--- config.mk ---
export PLATFORM = sky130hd
export DESIGN_NAME = fli_controller
export DESIGN_NICKNAME = d
export VERILOG_FILES = /design/src/hdl/fli_pkg.sv /design/src/hdl/fli_controller.sv
export SDC_FILE = /design/constraint.sdc
export NUM_CORES = 1
export LEC_CHECK = 0
export ABC_AREA = 0
export BUFFER_PORTS_ARGS = -buffer_cell sky130_fd_sc_hd__buf_2
export CORE_AREA = 2 2 39 41
export CTS_CLUSTER_SIZE = 10
export DETAILED_ROUTE_END_ITERATION = 10
export DIE_AREA = 0 0 41 43
export GPL_TIMING_DRIVEN = 0
export SLEW_MARGIN = 20
export SYNTH_ARGS = -nofsm -noshare
export SYNTH_HDL_FRONTEND = slang
export SYNTH_SLANG_ARGS = --single-unit
--- constraint.sdc ---
create_clock -name i_clk -period 1.5 [get_ports i_clk]
set_input_delay 0.3 -clock i_clk [delete_from_list [all_inputs] [get_ports i_clk]]
set_output_delay 0.3 -clock i_clk [all_outputs]
set_load 0.1 [all_outputs]
--- src/hdl/fli_pkg.sv ---
// Package for the force layout node integrator: widths, register indexes,
// controller commands and the shared command/status types. No dependencies.
package fli_pkg;
    localparam int MAX_NODES   = 4096;
    localparam int COORD_WIDTH = 32;
    localparam int SAT_W       = (COORD_WIDTH < 32) ? COORD_WIDTH : 32;

    localparam logic [2:0] REG_VEL_DECAY   = 3'd0;
    localparam logic [2:0] REG_ALPHA_DECAY = 3'd1;
    localparam logic [2:0] REG_ALPHA_FLOOR = 3'd2;
    localparam logic [2:0] REG_TIME_STEP   = 3'd3;
    localparam logic [2:0] REG_MAX_DISP    = 3'd4;
    localparam logic [2:0] REG_COOL_DELAY  = 3'd5;
    localparam logic [2:0] REG_COOL_ARMED  = 3'd6;

    localparam logic [15:0] ALPHA_ONE = 16'd32768;
    localparam logic [47:0] SUM_MAX   = 48'hFFFF_FFFF_FFFF;

    typedef struct packed {
        logic load;
        logic decay;
        logic sqrt_start;
        logic sqrt_step;
        logic clamp_check;
        logic div_start;
        logic div_step;
        logic div_sel_y;
        logic div_store;
        logic finish;
    } t_cmd;

    typedef struct packed {
        logic frozen;
        logic sqrt_done;
        logic need_clamp;
        logic div_done;
    } t_status;
endpackage

--- src/hdl/fli_controller.sv ---
// Controller state machine of the node integrator: sequences load, decay,
// square root, clamp division and write-back. Uses fli_pkg.
module fli_controller
    import fli_pkg::*;
(
    input  logic    i_clk,
    input  logic    i_rst_n,
    input  logic    i_in_valid,
    output logic    o_in_ready,
    output logic    o_out_valid,
    input  logic    i_out_ready,
    input  t_status i_status,
    output t_cmd    o_cmd
);
    localparam logic [3:0] S_IDLE = 4'd0, S_DECAY = 4'd1, S_SQS = 4'd2,
        S_SQ = 4'd3, S_CHK = 4'd4, S_CMP = 4'd5, S_DXS = 4'd6, S_DX = 4'd7,
        S_DYS = 4'd8, S_DY = 4'd9, S_FIN = 4'd10, S_DYW = 4'd11;

    logic [3:0] r_state, n_state;
    logic       r_out_valid, n_out_valid;
    logic       free_out;

    assign free_out = !r_out_valid || i_out_ready;
    assign o_in_ready = (r_state == S_IDLE) && free_out;
    assign o_out_valid = r_out_valid;

    always_comb begin
        n_state = r_state;
        n_out_valid = r_out_valid && !i_out_ready;
        o_cmd = '0;
        case (r_state)
            S_IDLE: begin
                if (i_in_valid && free_out) begin
                    o_cmd.load = 1'b1;
                    n_state = S_DECAY;
                end
            end
            S_DECAY: begin
                if (i_status.frozen) begin
                    n_state = S_FIN;
                end else begin
                    o_cmd.decay = 1'b1;
                    n_state = S_SQS;
                end
            end
            S_SQS: begin
                o_cmd.sqrt_start = 1'b1;
                n_state = S_SQ;
            end
            S_SQ: begin
                o_cmd.sqrt_step = 1'b1;
                if (i_status.sqrt_done) n_state = S_CHK;
            end
            S_CHK: begin
                o_cmd.clamp_check = 1'b1;
                n_state = S_CMP;
            end
            S_CMP: begin
                n_state = i_status.need_clamp ? S_DXS : S_FIN;
            end
            S_DXS: begin
                o_cmd.div_start = 1'b1;
                n_state = S_DX;
            end
            S_DX: begin
                o_cmd.div_step = 1'b1;
                if (i_status.div_done) n_state = S_DYS;
            end
            S_DYS: begin
                o_cmd.div_store = 1'b1;
                o_cmd.div_start = 1'b1;
                o_cmd.div_sel_y = 1'b0;
                n_state = S_DY;
            end
            S_DY: begin
                o_cmd.div_step = 1'b1;
                o_cmd.div_sel_y = 1'b1;
                if (i_status.div_done) n_state = S_DYW;
            end
            S_DYW: begin
                o_cmd.div_store = 1'b1;
                o_cmd.div_sel_y = 1'b1;
                n_state = S_FIN;
            end
            S_FIN: begin
                if (free_out) begin
                    o_cmd.finish = 1'b1;
                    n_out_valid = 1'b1;
                    n_state = S_IDLE;
                end
            end
            default: n_state = S_IDLE;
        endcase
        if (r_state == S_FIN && o_cmd.finish == 1'b0) o_cmd.div_sel_y = 1'b0;
    end

    always_ff @(posedge i_clk) begin
        if (!i_rst_n) begin
            r_state <= S_IDLE;
            r_out_valid <= 1'b0;
        end else begin
            r_state <= n_state;
            r_out_valid <= n_out_valid;
        end
    end
endmodule

==> results_tabular.tex, run 1 <==
\begin{tabular}{lr}
\hline
Metric & Value \\
\hline
\multicolumn{2}{l}{\textbf{Status}} \\
Run status & finished with violations \\
Violations in the final reports & setup timing \\
\multicolumn{2}{l}{\textbf{Routing}} \\
Total iterations of the first detailed-routing run & 4 \\
Via count normalized by instance count & 5.59 \\
Number of DRC violations after detailed-routing iteration 0 & 23 \\
Post-DR wirelength/cell & 18.8 um \\
Routed wire length & 2330 um \\
Total number of vias & 693 \\
Number of remaining DRC errors & 0 \\
Antenna Violating Nets Remaining & 0 \\
\multicolumn{2}{l}{\textbf{Synthesis}} \\
Primary flip-flop cell chosen by synthesis mapping & sky130\_fd\_sc\_hd\_\_dfxtp\_1 \\
Synth top cells by count & sky130\_fd\_sc\_hd\_\_nor2\_1 (9), sky130\_fd\_sc\_hd\_\_dfxtp\_1 (5), sky130\_fd\_sc\_hd\_\_nand2\_1 (5), sky130\_fd\_sc\_hd\_\_nand2b\_1 (5) \\
EDFF count, synth & 0 \\
Cell with the most instances after synthesis & sky130\_fd\_sc\_hd\_\_nor2\_1 \\
Sequential-to-total area share from yosys stat & 21.3\% \\
Syn nets & 68 \\
Average cell area after synthesis & 7.84 um2 \\
Yosys warns & 0 \\
Register bit count reported by yosys & 5 \\
Count of distinct cell types in the synthesized netlist & 29 \\
Fraction of registers with async set/reset & 0\% \\
Post-synthesis instance area & 470 um2 \\
Cells taking the most area after synthesis & sky130\_fd\_sc\_hd\_\_dfxtp\_1 (21\%), sky130\_fd\_sc\_hd\_\_nor2\_1 (7.2\%), sky130\_fd\_sc\_hd\_\_nand2b\_1 (6.6\%) \\
Post-synth top area cell & sky130\_fd\_sc\_hd\_\_dfxtp\_1 \\
Area fraction of the dominant cell type after synthesis & 21.3\% \\
Number of instances in the synthesized netlist & 60 \\
\multicolumn{2}{l}{\textbf{Critical path}} \\
Data arrival time of the critical path & 1.55 ns \\
Required time at the endpoint of the critical path & 1.20 ns \\
Crit-path slowest cell & sky130\_fd\_sc\_hd\_\_or3\_4 \\
Type of the worst setup path & reg -> out \\
Cell-by-cell trace of the critical path & buf\_8, or3\_4, nor3\_4, and2\_4, buf\_12 \\
Largest fanout on the critical path & 4 \\
Crit path launch type & flop \\
Critical path endpoint category & primary output \\
Highest cell delay on the worst timing path & 0.37 ns \\
\multicolumn{2}{l}{\textbf{Clock tree}} \\
CTS tree & built \\
Clock latency at the later pin of the worst-skew pair & 0.25 ns \\
Number of clock sinks & 5 \\
Hold buffer count at cts & 0 \\
Register clock-pin slew on the reported worst setup and hold paths & 0.05 ns \\
Htree depth & 1 \\
Maximum buffer depth of the clock tree & 2 \\
Clock Tree Root & sky130\_fd\_sc\_hd\_\_clkbuf\_4 \\
Total CTS buffers & 3 \\
\multicolumn{2}{l}{\textbf{Timing}} \\
Crit share post-route & 123\% \\
Setup Total Neg Slack & -3.05 ns \\
Achievable frequency & 0.540 GHz \\
Final Critical Period & 1.85 ns \\
Clock Skew & 0.00671 ns \\
Hold Fails Final Rpt & 0 \\
Max-slew headroom at the worst pin & 68.0\% \\
Setup repair after global routing missed its margin & yes \\
Setup-failing EPs final & 14 \\
Pins Over Slew Limit & 0 \\
PnR worst setup slack & -0.352 ns \\
Actual slew at the worst max-slew pin & 0.484 ns \\
\multicolumn{2}{l}{\textbf{Place}} \\
Routability Congestion & 0.783 \\
Port bufs & 19 \\
Placed standard-cell area & 727 um2 \\
Post-Place Cells & 95 \\
HPWL after detailed placement & 890 um \\
Post-placement worst setup slack & -0.517 ns \\
\multicolumn{2}{l}{\textbf{Floorplanning}} \\
Width of the die & 41 um \\
Area of the core region & 0.00138 mm2 \\
Site Rows & 14 \\
Die area & 0.00176 mm2 \\
Initial core utilization & 34.0\% \\
Die height & 43 um \\
I/O pin total & 20 \\
\multicolumn{2}{l}{\textbf{Pwr}} \\
Power density normalized to cell area & 2650 mW/mm2 \\
Power Total & 3.29 mW \\
Cell leakage power & 0.499 nW \\
Max rail drop VDD & 2460 uV \\
\multicolumn{2}{l}{\textbf{Global route}} \\
Aggregate global routing overflow & 0 \\
Largest net degree at the start of global routing & 6 \\
GRT Resource Usage Total & 26.2\% \\
Number of antenna violations at the first check in global routing & 0 \\
Global-route wire length before repair & 3080 um \\
Vias in the first global route & 661 \\
\multicolumn{2}{l}{\textbf{Layout}} \\
Final net count & 117 \\
Share of final-layout standard cells stronger than drive strength 1 & 75.9\% \\
Filler Cell Count & 47 \\
Final standard cell count with taps included and fillers excluded & 124 \\
Summed area of non-filler cells in the final layout & 0.00124 mm2 \\
Diodes inserted & 0 \\
Synthesis-to-layout area growth & 164\% \\
\multicolumn{2}{l}{\textbf{Run}} \\
Max cap viols & 0 \\
\multicolumn{2}{l}{\textbf{Min path}} \\
Type of the most critical hold path & in -> reg \\
\hline
\end{tabular}
-- critical path, delay by kind of cell (launching register included) --
family	cells	cell delay [ns]
buf+inv	2	0.28
flops	1	0.34
simple gates	3	0.68
-- metal layers --
metal / GRT usage [%] / wire length, um / up-vias
met3: 4.19 / 103 / 18
met5: 0 / 0 / -
li1: - / - / 312
met2: 40.9 / 1190 / 41
met1: 28.9 / 901 / 322
met4: 21.3 / 136 / 0
-- per-stage QoR --
step | hold WS [ns] | util [%]
floorplan | 0.480 | -
global placement | 0.599 | 52.5
detailed placement | 0.594 | 52.5
CTS | 0.345 | 85.9
global route | 0.347 | 89.6
finish | 0.353 | 89.6
-- placed cells by master (no fill, tap or decap), drive strengths merged, types with 3 or more instances in the layout --
master	n
a21oi	4
buf	46
clkbuf	6
dfxtp	5
nand2	5
nand2b	5
nor2	9
nor3	3
-- report_power, final --
| part | internal [mW] | switching, mW |
|---|---|---|
| sequential | 0.197 | 0.0709 |
| combinational | 1.29 | 1.57 |
| clock | 0.101 | 0.0576 |
-- registers in the layout, summed over array words and instances, names as in the netlist --
register	flops
r_state	4
o_out_valid	1
-- cell families after synthesis --
kind of cell / after synthesis / share of synthesized area, %
and+or+nand+nor: 32 / 36.4
AOI/OAI and AO/OA: 13 / 28.5
buffers and inverters: 6 / 5.05
muxes: 3 / 6.91
DFF: 5 / 21.3
xor gates and xnor gates: 1 / 1.86
-- worst paths after layout --
path | start | endpoint | slack (ns) | cells after the start
worst max-delay path | r_state[2] | o_cmd[9] | -0.35 | 5
worst min-delay path | i_rst_n | o_out_valid | 0.35 | 3
worst max register to register | r_state[0] | r_state[3] | -0.19 | 7
worst min register to register | o_out_valid | o_out_valid | 0.69 | 3
-- area by class of cell --
type	instances	area [um2]	area share, %
clock buffers	4	26.3	2.12
flip-flops and latches	5	119	9.59
inverters	2	7.51	0.605
multi-input cells	49	515	41.6
plain buffers	4	70.1	5.65
well taps	16	20.0	1.61
repair buffers	44	482	38.8
-- what timing repair did --
item | 4_1_cts | 5_1_grt
pin swaps | 8 | 4
gates resized for setup | 61 | 5
setup buffers | 19 | 4
gates cloned | 2 | 0
endpoints found under the setup margin | 14 | 15
Note: power is estimated with default switching activity, not from simulation.
==> run 2, diff against run 1 <==
- MAX_ROUTING_LAYER: default -> met4
==> run 2 against run 1 <==
Against the previous run: the run still ends with setup timing left; global-route usage grew 0.65 points; combinational power is essentially flat; register-to-register slack is essentially flat; power is essentially flat; die area is the same; sequential cell count is the same; clock power is essentially flat; largest power group unchanged; sequential power is essentially flat; critical path depth is the same.
==> results_tabular.tex, run 2 (synthesis results as in run 1) <==
\begin{tabular}{lr}
\hline
Metric & Value \\
\hline
\multicolumn{2}{l}{\textbf{Layout}} \\
Filler Cell Count & 47 (unchanged) \\
Max FFs per register & 4 (unchanged) \\
Combined area of the multi-input logic cells & 515 um2 (unchanged) \\
Summed area of non-filler cells in the final layout & 0.00124 mm2 (unchanged) \\
Most frequent standard cell in the layout excluding fill and tap cells & sky130\_fd\_sc\_hd\_\_buf\_4 (unchanged) \\
Final standard cell count with taps included and fillers excluded & 124 (unchanged) \\
Final net count & 117 (unchanged) \\
FF+latch area & 119 um2 (unchanged) \\
Most used cells in the layout excluding fill and tap cells & sky130\_fd\_sc\_hd\_\_buf\_4 (17), sky130\_fd\_sc\_hd\_\_buf\_12 (10), sky130\_fd\_sc\_hd\_\_buf\_2 (8) (unchanged) \\
Share of final-layout standard cells stronger than drive strength 1 & 75.9\% (unchanged) \\
Largest register by flop count & r\_state (unchanged) \\
Synthesis-to-layout area growth & 164\% (unchanged) \\
Diodes inserted & 0 (unchanged) \\
\multicolumn{2}{l}{\textbf{Place}} \\
Port bufs & 19 (unchanged) \\
Post-Place Cells & 95 (unchanged) \\
Post-placement worst setup slack & -0.517 ns (unchanged) \\
HPWL after detailed placement & 890 um (unchanged) \\
Routability Congestion & 0.794 (was 0.783) \\
Placed standard-cell area & 727 um2 (unchanged) \\
\multicolumn{2}{l}{\textbf{Timing}} \\
Clock Skew & 0.00671 ns (unchanged) \\
Final Critical Period & 1.85 ns (unchanged) \\
Setup repair after global routing missed its margin & yes (unchanged) \\
Setup-failing EPs final & 14 (unchanged) \\
Pins Over Slew Limit & 0 (unchanged) \\
Achievable frequency & 0.540 GHz (unchanged) \\
PnR worst setup slack & -0.352 ns (unchanged) \\
Actual slew at the worst max-slew pin & 0.484 ns (unchanged) \\
Crit share post-route & 123\% (unchanged) \\
Hold slack final & 0.353 ns (unchanged) \\
Max-slew headroom at the worst pin & 68.0\% (unchanged) \\
Hold Fails Final Rpt & 0 (unchanged) \\
\multicolumn{2}{l}{\textbf{Pwr}} \\
Power density normalized to cell area & 2650 mW/mm2 (about the same) \\
Power Total & 3.29 mW (about the same) \\
Cell leakage power & 0.499 nW (unchanged) \\
Max rail drop VDD & 2460 uV (unchanged) \\
\multicolumn{2}{l}{\textbf{Clock tree}} \\
Register clock-pin slew on the reported worst setup and hold paths & 0.05 ns (about the same) \\
Maximum buffer depth of the clock tree & 2 (unchanged) \\
Clock Tree Root & sky130\_fd\_sc\_hd\_\_clkbuf\_4 (unchanged) \\
Total CTS buffers & 3 (unchanged) \\
Number of clock sinks & 5 (unchanged) \\
Hold buffer count at cts & 0 (unchanged) \\
CTS tree & built (unchanged) \\
Htree depth & 1 (unchanged) \\
Clock latency at the later pin of the worst-skew pair & 0.25 ns (about the same) \\
\multicolumn{2}{l}{\textbf{Run}} \\
Max cap viols & 0 (unchanged) \\
\multicolumn{2}{l}{\textbf{Routing}} \\
Routed wire length & 2330 um (unchanged) \\
Antenna Violating Nets Remaining & 0 (unchanged) \\
Post-DR wirelength/cell & 18.8 um (unchanged) \\
Metal2 WL & 1190 um (unchanged) \\
Met3 Wirelength & 104 um (was 103 um) \\
Total number of vias & 695 (was 693) \\
Uppermost layer routed & met4 (unchanged) \\
Number of remaining DRC errors & 0 (unchanged) \\
Post-route met1 wirelength & 901 um (unchanged) \\
Via count normalized by instance count & 5.60 (was 5.59) \\
Total iterations of the first detailed-routing run & 4 (unchanged) \\
Number of DRC violations after detailed-routing iteration 0 & 23 (unchanged) \\
\multicolumn{2}{l}{\textbf{Floorplanning}} \\
Width of the die & 41 um (unchanged) \\
Site Rows & 14 (unchanged) \\
I/O pin total & 20 (unchanged) \\
Die height & 43 um (unchanged) \\
Initial core utilization & 34.0\% (unchanged) \\
Die area & 0.00176 mm2 (unchanged) \\
Area of the core region & 0.00138 mm2 (unchanged) \\
\multicolumn{2}{l}{\textbf{Critical path}} \\
Data arrival time of the critical path & 1.55 ns (about the same) \\
Crit path launch type & flop (unchanged) \\
Largest fanout on the critical path & 4 (unchanged) \\
Critical path endpoint category & primary output (unchanged) \\
Required time at the endpoint of the critical path & 1.20 ns (about the same) \\
Type of the worst setup path & reg -> out (unchanged) \\
\multicolumn{2}{l}{\textbf{Global route}} \\
Number of antenna violations at the first check in global routing & 0 (unchanged) \\
GRT Resource Usage Total & 26.9\% (was 26.2\%) \\
Largest net degree at the start of global routing & 6 (unchanged) \\
Global-route wire length before repair & 3080 um (unchanged) \\
Vias in the first global route & 661 (unchanged) \\
Aggregate global routing overflow & 0 (unchanged) \\
\multicolumn{2}{l}{\textbf{Status}} \\
Run status & finished with violations (unchanged) \\
Violations in the final reports & setup timing (unchanged) \\
\multicolumn{2}{l}{\textbf{Min path}} \\
Type of the most critical hold path & in -> reg (unchanged) \\
\hline
\end{tabular}
==> run 2: cell counts in the layout (fill, tap and decap cells not counted) <==
Identical to the previous run, type by type.
==> run 2: timing repair <==
action,CTS,global route
setup endpoints to repair,14,15
gates cloned,2,0
gates resized for setup,61,5
endpoints found under the hold margin,0,0
buffers inserted,19,4
pin swaps,8,4
==> run 2: layout make-up <==
cell class	count	area share, %
Buffer	4	5.65
Clock buffer	4	2.12
Inverter	2	0.605
Multi-Input combinational cell	49	41.6
Sequential cell	5	9.59
Tap cell	16	1.61
Timing Repair Buffer	44	38.8
==> run 2: path summary, 6_finish.rpt <==
kind / slack [ns] / to / start / cells past startpoint
min reg2reg: 0.69 / o_out_valid / o_out_valid / 3
max reg2reg: -0.19 / r_state[3] / r_state[0] / 7
max: -0.35 / o_cmd[9] / r_state[2] / 5
min: 0.35 / o_out_valid / i_rst_n / 3
==> run 2: stage by stage <==
stage | TNS, ns | util [%]
floorplan | -4.79 | -
global placement | -3.25 | 52.5
detailed placement | -3.22 | 52.5
CTS | -2.53 | 85.9
global route | -3.84 | 89.6
finish | -3.05 | 89.6
==> run 2: metal layers <==
layer,global-route usage [%],up-vias
met5,-,-
met4,21.3,0
met3,4.19,20
met2,40.9,41
met1,28.9,322
li1,-,312
==> run 2: worst max-delay path, stage by stage, from the launching register on <==
cell and delay [ns]:
sky130_fd_sc_hd__dfxtp_4 0.34, sky130_fd_sc_hd__buf_8 0.12, sky130_fd_sc_hd__or3_4 0.37, sky130_fd_sc_hd__nor3_4 0.13, sky130_fd_sc_hd__and2_4 0.18, sky130_fd_sc_hd__buf_12 0.16
==> run 2: where the power goes <==
part / internal [mW] / total [mW] / switching [mW]
combinational: 1.29 / 2.86 / 1.57
sequential: 0.197 / 0.268 / 0.0710
clock: 0.101 / 0.158 / 0.0576
total: 1.59 / 3.29 / 1.70
